### src/rtl/fud_pkg.sv
`timescale 1ns / 1ps
// ----------------------------------------------------------------------------
// fud_pkg
// Shared types and constants for the urlencoded form decoder with UTF-8
// text checking: item payloads, per-body decoder state, codes and helpers.
// ----------------------------------------------------------------------------
package fud_pkg;

   localparam int FIELD_COUNT_WIDTH = 8;
   localparam int LIMIT_WIDTH       = 8;
   localparam int CMP_WIDTH         = (FIELD_COUNT_WIDTH > LIMIT_WIDTH) ?
                                      FIELD_COUNT_WIDTH : LIMIT_WIDTH;

   localparam logic [LIMIT_WIDTH-1:0] FIELD_LIMIT_RESET = LIMIT_WIDTH'(16);

   // result kinds
   localparam logic [1:0] KIND_KEY       = 2'd0;
   localparam logic [1:0] KIND_VALUE     = 2'd1;
   localparam logic [1:0] KIND_FIELD_END = 2'd2;
   localparam logic [1:0] KIND_STATUS    = 2'd3;

   // body status
   localparam logic [1:0] ST_VALID     = 2'd0;
   localparam logic [1:0] ST_MALFORMED = 2'd1;
   localparam logic [1:0] ST_TOO_MANY  = 2'd2;

   // component part
   localparam logic [1:0] PART_KEY   = 2'd0;
   localparam logic [1:0] PART_VALUE = 2'd1;

   // escape phase
   localparam logic [1:0] ESC_NONE = 2'd0;
   localparam logic [1:0] ESC_HIGH = 2'd1;
   localparam logic [1:0] ESC_LOW  = 2'd2;

   // syntax characters
   localparam logic [7:0] CH_AMP     = 8'h26;
   localparam logic [7:0] CH_EQUAL   = 8'h3d;
   localparam logic [7:0] CH_PERCENT = 8'h25;
   localparam logic [7:0] CH_PLUS    = 8'h2b;
   localparam logic [7:0] CH_SPACE   = 8'h20;

   // text limits
   localparam logic [20:0] CP_MIN_2     = 21'h80;
   localparam logic [20:0] CP_MIN_3     = 21'h800;
   localparam logic [20:0] CP_MIN_4     = 21'h10000;
   localparam logic [20:0] CP_SURR_LO   = 21'hd800;
   localparam logic [20:0] CP_SURR_HI   = 21'hdfff;
   localparam logic [20:0] CP_MAX       = 21'h10ffff;

   typedef struct packed {
      logic [7:0] body_byte;
      logic       byte_present;
      logic       end_of_body;
   } req_payload_type;

   typedef struct packed {
      logic [1:0] item_kind;
      logic [7:0] decoded_byte;
      logic [1:0] decode_status;
      logic       last_result;
   } rsp_payload_type;

   typedef struct packed {
      logic [1:0]                   component_part;
      logic [1:0]                   escape_phase;
      logic [3:0]                   high_nibble;
      logic [1:0]                   utf8_remaining;
      logic [1:0]                   utf8_length;
      logic [20:0]                  partial_codepoint;
      logic                         key_nonempty;
      logic                         field_suppressed;
      logic [FIELD_COUNT_WIDTH-1:0] fields_taken;
      logic [1:0]                   error_status;
   } body_state_type;

   // hex digit decode, bit 4 set when the character is not a hex digit
   function automatic logic [4:0] hex_digit(input logic [7:0] b);
      logic [4:0] r;
      r = 5'h10;
      if (b >= 8'h30 && b <= 8'h39) begin
         r = {1'b0, 4'(b - 8'h30)};
      end else if (b >= 8'h61 && b <= 8'h66) begin
         r = {1'b0, 4'(b - 8'h57)};
      end else if (b >= 8'h41 && b <= 8'h46) begin
         r = {1'b0, 4'(b - 8'h37)};
      end
      return r;
   endfunction

   function automatic rsp_payload_type make_rsp(input logic [1:0] kind,
                                                input logic [7:0] data,
                                                input logic [1:0] status,
                                                input logic       last);
      rsp_payload_type r;
      r.item_kind     = kind;
      r.decoded_byte  = data;
      r.decode_status = status;
      r.last_result   = last;
      return r;
   endfunction

endpackage

### src/rtl/form_urldecode_utf8_check_unit.sv
`timescale 1ns / 1ps
// ----------------------------------------------------------------------------
// form_urldecode_utf8_check_unit
// Streaming urlencoded form decoder: splits fields, decodes '+' and %HH,
// checks key and value text as UTF-8 and reports a final body status.
// ----------------------------------------------------------------------------
// Usage:
//   req_*  : one raw body byte per item (byte_present, end_of_body flags).
//   rsp_*  : decoded key/value bytes, field-end markers and, after the last
//            item of a body, one final status item with last_result set.
//   csr_*  : write of field_limit, always ready; write only while idle.
// An accepted item is decoded in the cycle it is taken; its zero to three
// results land in a four-entry registered output queue whose head drives
// rsp_*. One item per cycle is taken as long as the queue holds at most
// one result; items giving one result each stream at one per cycle while
// the receiver does not stall. req_stall rises when the queue has fewer than
// three free entries, so an item ending a body (up to three results) costs
// extra cycles only while the receiver drains the queue.
// When the receiver stalls, the queue head holds and the queue fills; input
// stalls once it is nearly full. Reset empties the queue, clears the body
// state and sets field_limit to 16.
// ----------------------------------------------------------------------------
module form_urldecode_utf8_check_unit (
   input  logic                     clock,
   input  logic                     reset,
   input  logic                     req_valid,
   output logic                     req_stall,
   input  fud_pkg::req_payload_type req_payload,
   output logic                     rsp_valid,
   input  logic                     rsp_stall,
   output fud_pkg::rsp_payload_type rsp_payload,
   input  logic                     csr_valid,
   output logic                     csr_ready,
   input  logic [7:0]               csr_data
);

   localparam int QDEPTH = 4;
   localparam int PTR_W  = $clog2(QDEPTH);
   localparam int CNT_W  = $clog2(QDEPTH + 1);
   localparam int MAXRES = 3;

   logic [fud_pkg::LIMIT_WIDTH-1:0] field_limit_ff;
   fud_pkg::body_state_type         state_ff, state_in;

   fud_pkg::rsp_payload_type queue_ff [QDEPTH];
   logic [PTR_W-1:0]         rd_ptr_ff, rd_ptr_in;
   logic [PTR_W-1:0]         wr_ptr_ff, wr_ptr_in;
   logic [CNT_W-1:0]         count_ff, count_in;

   fud_pkg::rsp_payload_type res [MAXRES];
   logic [1:0]               res_n;

   logic req_accept;
   logic rsp_accept;

   // end of component then end of field
   function automatic fud_pkg::body_state_type close_field(
      input  fud_pkg::body_state_type         s,
      input  logic [fud_pkg::LIMIT_WIDTH-1:0] limit,
      output logic                            emit
   );
      fud_pkg::body_state_type t;
      logic                    full;
      t    = s;
      emit = 1'b0;
      if (t.escape_phase != fud_pkg::ESC_NONE || t.utf8_remaining != 2'd0) begin
         t.error_status = fud_pkg::ST_MALFORMED;
      end
      t.escape_phase      = fud_pkg::ESC_NONE;
      t.utf8_remaining    = 2'd0;
      t.utf8_length       = 2'd0;
      t.partial_codepoint = '0;
      full = (fud_pkg::CMP_WIDTH'(t.fields_taken) >= fud_pkg::CMP_WIDTH'(limit)) ||
             (&t.fields_taken);
      if (t.error_status == fud_pkg::ST_VALID) begin
         if (t.key_nonempty && full) begin
            t.error_status = fud_pkg::ST_TOO_MANY;
         end else begin
            if (t.key_nonempty) begin
               t.fields_taken = t.fields_taken + 1'b1;
               emit           = 1'b1;
            end
            t.component_part   = fud_pkg::PART_KEY;
            t.key_nonempty     = 1'b0;
            t.field_suppressed = 1'b0;
         end
      end
      return t;
   endfunction

   assign req_accept = req_valid && !req_stall;
   assign rsp_accept = rsp_valid && !rsp_stall;
   assign req_stall  = (count_ff > CNT_W'(QDEPTH - MAXRES));
   assign csr_ready  = 1'b1;
   assign rsp_valid  = (count_ff != '0);
   assign rsp_payload = queue_ff[rd_ptr_ff];

   // decode one item
   always_comb begin
      fud_pkg::body_state_type s;
      logic [7:0]              b;
      logic [7:0]              d;
      logic                    dlv;
      logic                    do_close;
      logic                    emit;
      logic [4:0]              h;
      logic                    ok;
      s        = state_ff;
      b        = req_payload.body_byte;
      d        = b;
      dlv      = 1'b0;
      do_close = 1'b0;
      emit     = 1'b0;
      h        = fud_pkg::hex_digit(b);
      ok       = 1'b1;
      res_n    = 2'd0;
      for (int i = 0; i < MAXRES; i++) begin
         res[i] = '0;
      end

      if (req_payload.byte_present && s.error_status == fud_pkg::ST_VALID) begin
         if (s.escape_phase != fud_pkg::ESC_NONE) begin
            if (h[4]) begin
               s.error_status = fud_pkg::ST_MALFORMED;
            end else if (s.escape_phase == fud_pkg::ESC_HIGH) begin
               s.high_nibble  = h[3:0];
               s.escape_phase = fud_pkg::ESC_LOW;
            end else begin
               s.escape_phase = fud_pkg::ESC_NONE;
               d              = {s.high_nibble, h[3:0]};
               dlv            = 1'b1;
            end
         end else if (b == fud_pkg::CH_AMP) begin
            do_close = 1'b1;
         end else if (b == fud_pkg::CH_EQUAL && s.component_part == fud_pkg::PART_KEY) begin
            if (s.escape_phase != fud_pkg::ESC_NONE || s.utf8_remaining != 2'd0) begin
               s.error_status = fud_pkg::ST_MALFORMED;
            end
            s.escape_phase      = fud_pkg::ESC_NONE;
            s.utf8_remaining    = 2'd0;
            s.utf8_length       = 2'd0;
            s.partial_codepoint = '0;
            if (s.error_status == fud_pkg::ST_VALID) begin
               s.component_part   = fud_pkg::PART_VALUE;
               s.field_suppressed = !s.key_nonempty;
            end
         end else if (b == fud_pkg::CH_PERCENT) begin
            s.escape_phase = fud_pkg::ESC_HIGH;
         end else if (b == fud_pkg::CH_PLUS) begin
            d   = fud_pkg::CH_SPACE;
            dlv = 1'b1;
         end else begin
            dlv = 1'b1;
         end
      end

      // utf-8 text check of the decoded byte
      if (dlv) begin
         if (s.utf8_remaining == 2'd0) begin
            if ((d < 8'h20 && d != 8'h09 && d != 8'h0a && d != 8'h0d) || d == 8'h7f) begin
               ok = 1'b0;
            end else if (d[7] == 1'b0) begin
               ok = 1'b1;
            end else if (d[7:5] == 3'b110) begin
               s.utf8_length       = 2'd1;
               s.partial_codepoint = 21'(d[4:0]);
            end else if (d[7:4] == 4'b1110) begin
               s.utf8_length       = 2'd2;
               s.partial_codepoint = 21'(d[3:0]);
            end else if (d[7:3] == 5'b11110) begin
               s.utf8_length       = 2'd3;
               s.partial_codepoint = 21'(d[2:0]);
            end else begin
               ok = 1'b0;
            end
            if (ok && d[7]) begin
               s.utf8_remaining = s.utf8_length;
            end
         end else if (d[7:6] != 2'b10) begin
            ok = 1'b0;
         end else begin
            s.partial_codepoint = {s.partial_codepoint[14:0], d[5:0]};
            s.utf8_remaining    = s.utf8_remaining - 1'b1;
            if (s.utf8_remaining == 2'd0) begin
               if ((s.utf8_length == 2'd1 && s.partial_codepoint < fud_pkg::CP_MIN_2) ||
                   (s.utf8_length == 2'd2 && s.partial_codepoint < fud_pkg::CP_MIN_3) ||
                   (s.utf8_length == 2'd3 && s.partial_codepoint < fud_pkg::CP_MIN_4) ||
                   (s.partial_codepoint >= fud_pkg::CP_SURR_LO &&
                    s.partial_codepoint <= fud_pkg::CP_SURR_HI) ||
                   s.partial_codepoint > fud_pkg::CP_MAX) begin
                  ok = 1'b0;
               end
            end
         end
         if (!ok) begin
            s.error_status = fud_pkg::ST_MALFORMED;
         end else if (s.component_part == fud_pkg::PART_KEY) begin
            s.key_nonempty = 1'b1;
            res[res_n]     = fud_pkg::make_rsp(fud_pkg::KIND_KEY, d, fud_pkg::ST_VALID, 1'b0);
            res_n          = res_n + 1'b1;
         end else if (!s.field_suppressed) begin
            res[res_n] = fud_pkg::make_rsp(fud_pkg::KIND_VALUE, d, fud_pkg::ST_VALID, 1'b0);
            res_n      = res_n + 1'b1;
         end
      end

      if (do_close) begin
         s = close_field(s, field_limit_ff, emit);
         if (emit) begin
            res[res_n] = fud_pkg::make_rsp(fud_pkg::KIND_FIELD_END, 8'h00,
                                           fud_pkg::ST_VALID, 1'b0);
            res_n      = res_n + 1'b1;
         end
      end

      if (req_payload.end_of_body) begin
         if (s.error_status == fud_pkg::ST_VALID) begin
            s = close_field(s, field_limit_ff, emit);
            if (emit) begin
               res[res_n] = fud_pkg::make_rsp(fud_pkg::KIND_FIELD_END, 8'h00,
                                              fud_pkg::ST_VALID, 1'b0);
               res_n      = res_n + 1'b1;
            end
         end
         res[res_n] = fud_pkg::make_rsp(fud_pkg::KIND_STATUS, 8'h00, s.error_status, 1'b1);
         res_n      = res_n + 1'b1;
         s          = '0;
      end

      state_in = req_accept ? s : state_ff;
   end

   // output queue pointers
   always_comb begin
      logic [CNT_W-1:0] pushed;
      pushed    = req_accept ? CNT_W'(res_n) : '0;
      wr_ptr_in = wr_ptr_ff + PTR_W'(pushed);
      rd_ptr_in = rd_ptr_ff + PTR_W'(rsp_accept);
      count_in  = count_ff + pushed - CNT_W'(rsp_accept);
   end

   always_ff @(posedge clock) begin
      if (reset) begin
         field_limit_ff <= fud_pkg::FIELD_LIMIT_RESET;
         state_ff       <= '0;
         rd_ptr_ff      <= '0;
         wr_ptr_ff      <= '0;
         count_ff       <= '0;
      end else begin
         if (csr_valid && csr_ready) begin
            field_limit_ff <= csr_data;
         end
         state_ff  <= state_in;
         rd_ptr_ff <= rd_ptr_in;
         wr_ptr_ff <= wr_ptr_in;
         count_ff  <= count_in;
      end
   end

   always_ff @(posedge clock) begin
      for (int i = 0; i < MAXRES; i++) begin
         if (req_accept && (2'(i) < res_n)) begin
            queue_ff[wr_ptr_ff + PTR_W'(i)] <= res[i];
         end
      end
   end

`ifndef SYNTHESIS
   a_queue_bound: assert property (@(posedge clock) disable iff (reset)
      count_ff <= CNT_W'(QDEPTH))
      else $error("output queue over capacity");

   a_body_end_out: assert property (@(posedge clock) disable iff (reset)
      req_accept && req_payload.end_of_body |=> rsp_valid)
      else $error("no result queued after body end");

   a_body_state_clear: assert property (@(posedge clock) disable iff (reset)
      req_accept && req_payload.end_of_body |=>
         state_ff.fields_taken == '0 && state_ff.error_status == fud_pkg::ST_VALID)
      else $error("body state not cleared after body end");

   a_last_is_status: assert property (@(posedge clock) disable iff (reset)
      rsp_valid && rsp_payload.last_result |-> rsp_payload.item_kind == fud_pkg::KIND_STATUS)
      else $error("last result is not a status item");
`endif

endmodule
### config.mk
export PLATFORM = sky130hd
export DESIGN_NAME = form_urldecode_utf8_check_unit
export DESIGN_NICKNAME = d
export VERILOG_FILES = /design/src/rtl/fud_pkg.sv /design/src/rtl/form_urldecode_utf8_check_unit.sv
export SDC_FILE = /design/constraint.sdc
export NUM_CORES = 1
export LEC_CHECK = 0
export ABC_AREA = 0
export BUFFER_PORTS_ARGS = -buffer_cell sky130_fd_sc_hd__buf_4
export CORE_MARGIN = 1.5
export CORE_UTILIZATION = 57
export DETAILED_ROUTE_END_ITERATION = 7
export PLACE_DENSITY = 0.75
export REMOVE_ABC_BUFFERS = 1
export SYNTH_ARGS = -nofsm -noshare
export SYNTH_HDL_FRONTEND = slang
export SYNTH_SLANG_ARGS = --single-unit
export TNS_END_PERCENT = 50
### constraint.sdc
create_clock -name clock -period 13.5 [get_ports clock]
set_input_delay 1.35 -clock clock [delete_from_list [all_inputs] [get_ports clock]]
set_output_delay 1.35 -clock clock [all_outputs]
set_load 0.01 [all_outputs]
==> reports/qor.yml <==
outcome: "finished, final reports clean"
ctsResizeCount: 0
postLayoutCoreUtil_pct: 63.8
cts_made_buffers: 9
grtUsageMet1_pct: 37.7
hp-class: "flop to flop"
fillers: 1026
cp.arrival_ns: 10.74
yosysWarningCount: 0
ir_drop_mv: 0.0601
dpl_worst_slack_ns: 2.81
io_pins: 39
hold_viol: 0
die_y_um: 114
end_kind: "flop"
rr_worst_depth: 32
grt_setup_unrepaired: "no"
worst_path_largest_cell_delay_ns: 0.63
netlist_instances: 762
dr.pass1.iters: 5
cts.sinks: 106
grt_pass1_wl_um: 29900
overflow: 0
period_needed_ns: 10.52
final_cell_mix: "nor2_1 (92), nand2_1 (68), dfxtp_1 (54)"
route.detailed.drc: 0
rrSetupSlack_ns: 3.74
wl_per_cell_um: 19.4
drt_iter0_markers: 525
multi_input_area_sq_um: 4070
ys_async_sr_fraction_pct: 0
synthToLayoutAreaGrowth_pct: 9.42
setup_viol: 0
final-seq-area_sq_um: 2640
ys_seq_elements: 106
worstMarginPinSlew_ns: 0.897
die_x_um: 114
layout-drive-gt1-share_pct: 14.1
die-area_sq_um: 13000
io_buffers: 37
hold_buffers: 0
htreeDepth: 3
post_cts_buffers: 0
final_nets: 843
p_leak_nw: 2.97
power_density_nw_per_um2: 122
required_ns: 13.72
rows: 40
synth-edff-count: 52
clockRootBuffer: "clkbuf_16"
cp-start-kind: "input pin"
setup_ws_ns: 2.98
hpwl_um: 13400
clk_latency_ns: 0.37
tns_ns: 0
slew_viol_final: 0
start_util_pct: 58.3
r2r-start: "state_ff[42]$_SDFFE_PP0P_"
grt_pass1_vias: 6019
finClkSkew_ns: 0.00970
synth_cell_types: 94
core_sq_um: 12000
grt_antenna_before_repair: 0
critPathCapture: "queue_ff[3][2]$_DFFE_PP_"
via_per_inst: 6.56
grt_busiest_layer: "met2"
fin_hold_ws_ns: 0.498
max_slew_margin_pct: 40.1
place.gp.congestion: 0.954
ys_seq_area_share_pct: 37.7
vias: 6137
cp_common_cell: "nor2_1"
clk_pin_slew_ns: 0.07
cts_tree: "built"
routed_wl_um: 18200
grtUsageTotal_pct: 29.2
path_class: "input pin to flop"
crit_slowest_cell: "nor2_1"
finalCritPeriodShare_pct: 77.9
r2r_end: "queue_ff[3][2]$_DFFE_PP_"
cp_max_fo: 15
whs_path_depth: 2
syn_avg_cell_area_sq_um: 9.19
synthFlopType: "dfxtp_1"
syn-cell-area_sq_um: 7000
met2_usage_pct: 48.0
startpoint: "req_payload[3]"
grt_max_degree: 54
gr-usage-met3_pct: 6.00
fmax_mhz: 95.1
ant_nets: 0
maxCapViolations: 0
diodes: 0
final_common_cell: "nor2_1"
clock_path_buffers: 2
[cell families (layout without fill, tap and decap cells)]
family,after synthesis,after routing,share of synthesized area [%]
adder cells (fa/ha/maj),37,37,6.72
other,1,1,0.0536
AO/OA/AOI/OAI,194,194,19.6
AND/OR/NAND/NOR,303,303,22.4
flip-flops,106,106,37.7
multiplexers,33,33,7.10
buffers and inverters,71,97,4.25
XOR/XNOR,17,17,2.13
[power breakdown]
group / switching (mW) / internal (mW) / leakage (nW)
logic: 0.150 / 0.123 / 1.91
registers: 0.0254 / 0.369 / 0.924
clock network: 0.130 / 0.134 / 0.140
[critical path, delay by kind of cell]
family | cells | cell delay [ns]
AOI/OAI and AO/OA | 13 | 3.25
adders and majority gates | 4 | 1.30
buffers and inverters | 3 | 0.47
muxes | 1 | 0.39
and+or+nand+nor | 14 | 3.94
[layer usage]
metal | vias to the layer above | wire (um)
li1 | 2901 | -
met1 | 2961 | 7990
met2 | 230 | 8650
met3 | 45 | 1090
met4 | 0 | 452
met5 | - | 0
[state kept, by name, indices dropped and copies added (netlist names)]
name and count:
count_ff 3, field_limit_ff 8, queue_ff 52, rd_ptr_ff 2, state_ff 39, wr_ptr_ff 2
[layout make-up]
| cell class | instances | share of cell area [%] |
|---|---|---|
| clock buffer | 10 | 3.12 |
| clock inverter | 6 | 0.784 |
| inverter | 37 | 1.81 |
| multi-input combinational | 585 | 53.1 |
| sequential | 106 | 34.5 |
| tap | 147 | 2.40 |
| timing repair buffer | 44 | 4.31 |
[how the worst min path moves through the flow]
stage / startpoint / slack [ns] / endpoint
3_5_place_dp: field_limit_ff[5]$_SDFFE_PP0P_ / 0.48 / field_limit_ff[5]$_SDFFE_PP0P_
4_1_cts: state_ff[14]$_SDFFE_PP0P_ / 0.50 / state_ff[14]$_SDFFE_PP0P_
5_1_grt: state_ff[23]$_SDFFE_PP0P_ / 0.54 / state_ff[23]$_SDFFE_PP0P_
2_1_floorplan: state_ff[14]$_SDFFE_PP0P_ / 0.44 / state_ff[14]$_SDFFE_PP0P_
3_3_place_gp: state_ff[44]$_SDFFE_PP0P_ / 0.47 / state_ff[44]$_SDFFE_PP0P_
6_report: field_limit_ff[5]$_SDFFE_PP0P_ / 0.50 / field_limit_ff[5]$_SDFFE_PP0P_
[through the flow]
step	cell area, sq um	instances	total power, mW
2_1_floorplan	6840	728	0.567
3_3_place_gp	7360	919	0.665
3_5_place_dp	7360	919	0.672
4_1_cts	7660	935	0.934
5_1_grt	7660	935	0.976
6_report	7660	935	0.932
[synthesized netlist by cell type (3+ instances only)]
master / n / area share [%]
a31oi_1: 5 / 0.45
o22ai_1: 8 / 0.71
a31o_2: 4 / 0.50
inv_1: 37 / 2.0
and3b_1: 3 / 0.38
edfxtp_1: 52 / 22
ha_1: 36 / 6.4
buf_6: 3 / 0.48
a32oi_1: 3 / 0.38
dfxtp_1: 54 / 15
and4_1: 3 / 0.38
o21ai_1: 5 / 0.36
o31ai_1: 3 / 0.32
a21oi_1: 50 / 3.6
o21ai_0: 25 / 1.8
mux4_2: 13 / 4.2
xor2_1: 4 / 0.50
o2111ai_1: 5 / 0.63
or3_1: 5 / 0.45
and3_1: 6 / 0.54
nor3_1: 36 / 2.6
xnor2_1: 13 / 1.6
nor2_1: 92 / 4.9
clkbuf_1: 24 / 1.3
a22oi_1: 18 / 1.9
o21a_1: 3 / 0.32
nand2_1: 68 / 3.6
and2_1: 6 / 0.54
nor2b_1: 7 / 0.63
a211oi_1: 4 / 0.43
mux2i_1: 17 / 2.4
or2_2: 5 / 0.45
nand2b_1: 7 / 0.63
mux2_2: 3 / 0.48
buf_2: 4 / 0.29
nor4_1: 15 / 1.3
or4_1: 3 / 0.32
a21o_1: 13 / 1.4
a211o_1: 3 / 0.38
nand4_1: 6 / 0.54
nand3_1: 20 / 1.4
o211ai_1: 10 / 1.1
Power figures use the tool's default switching activity.
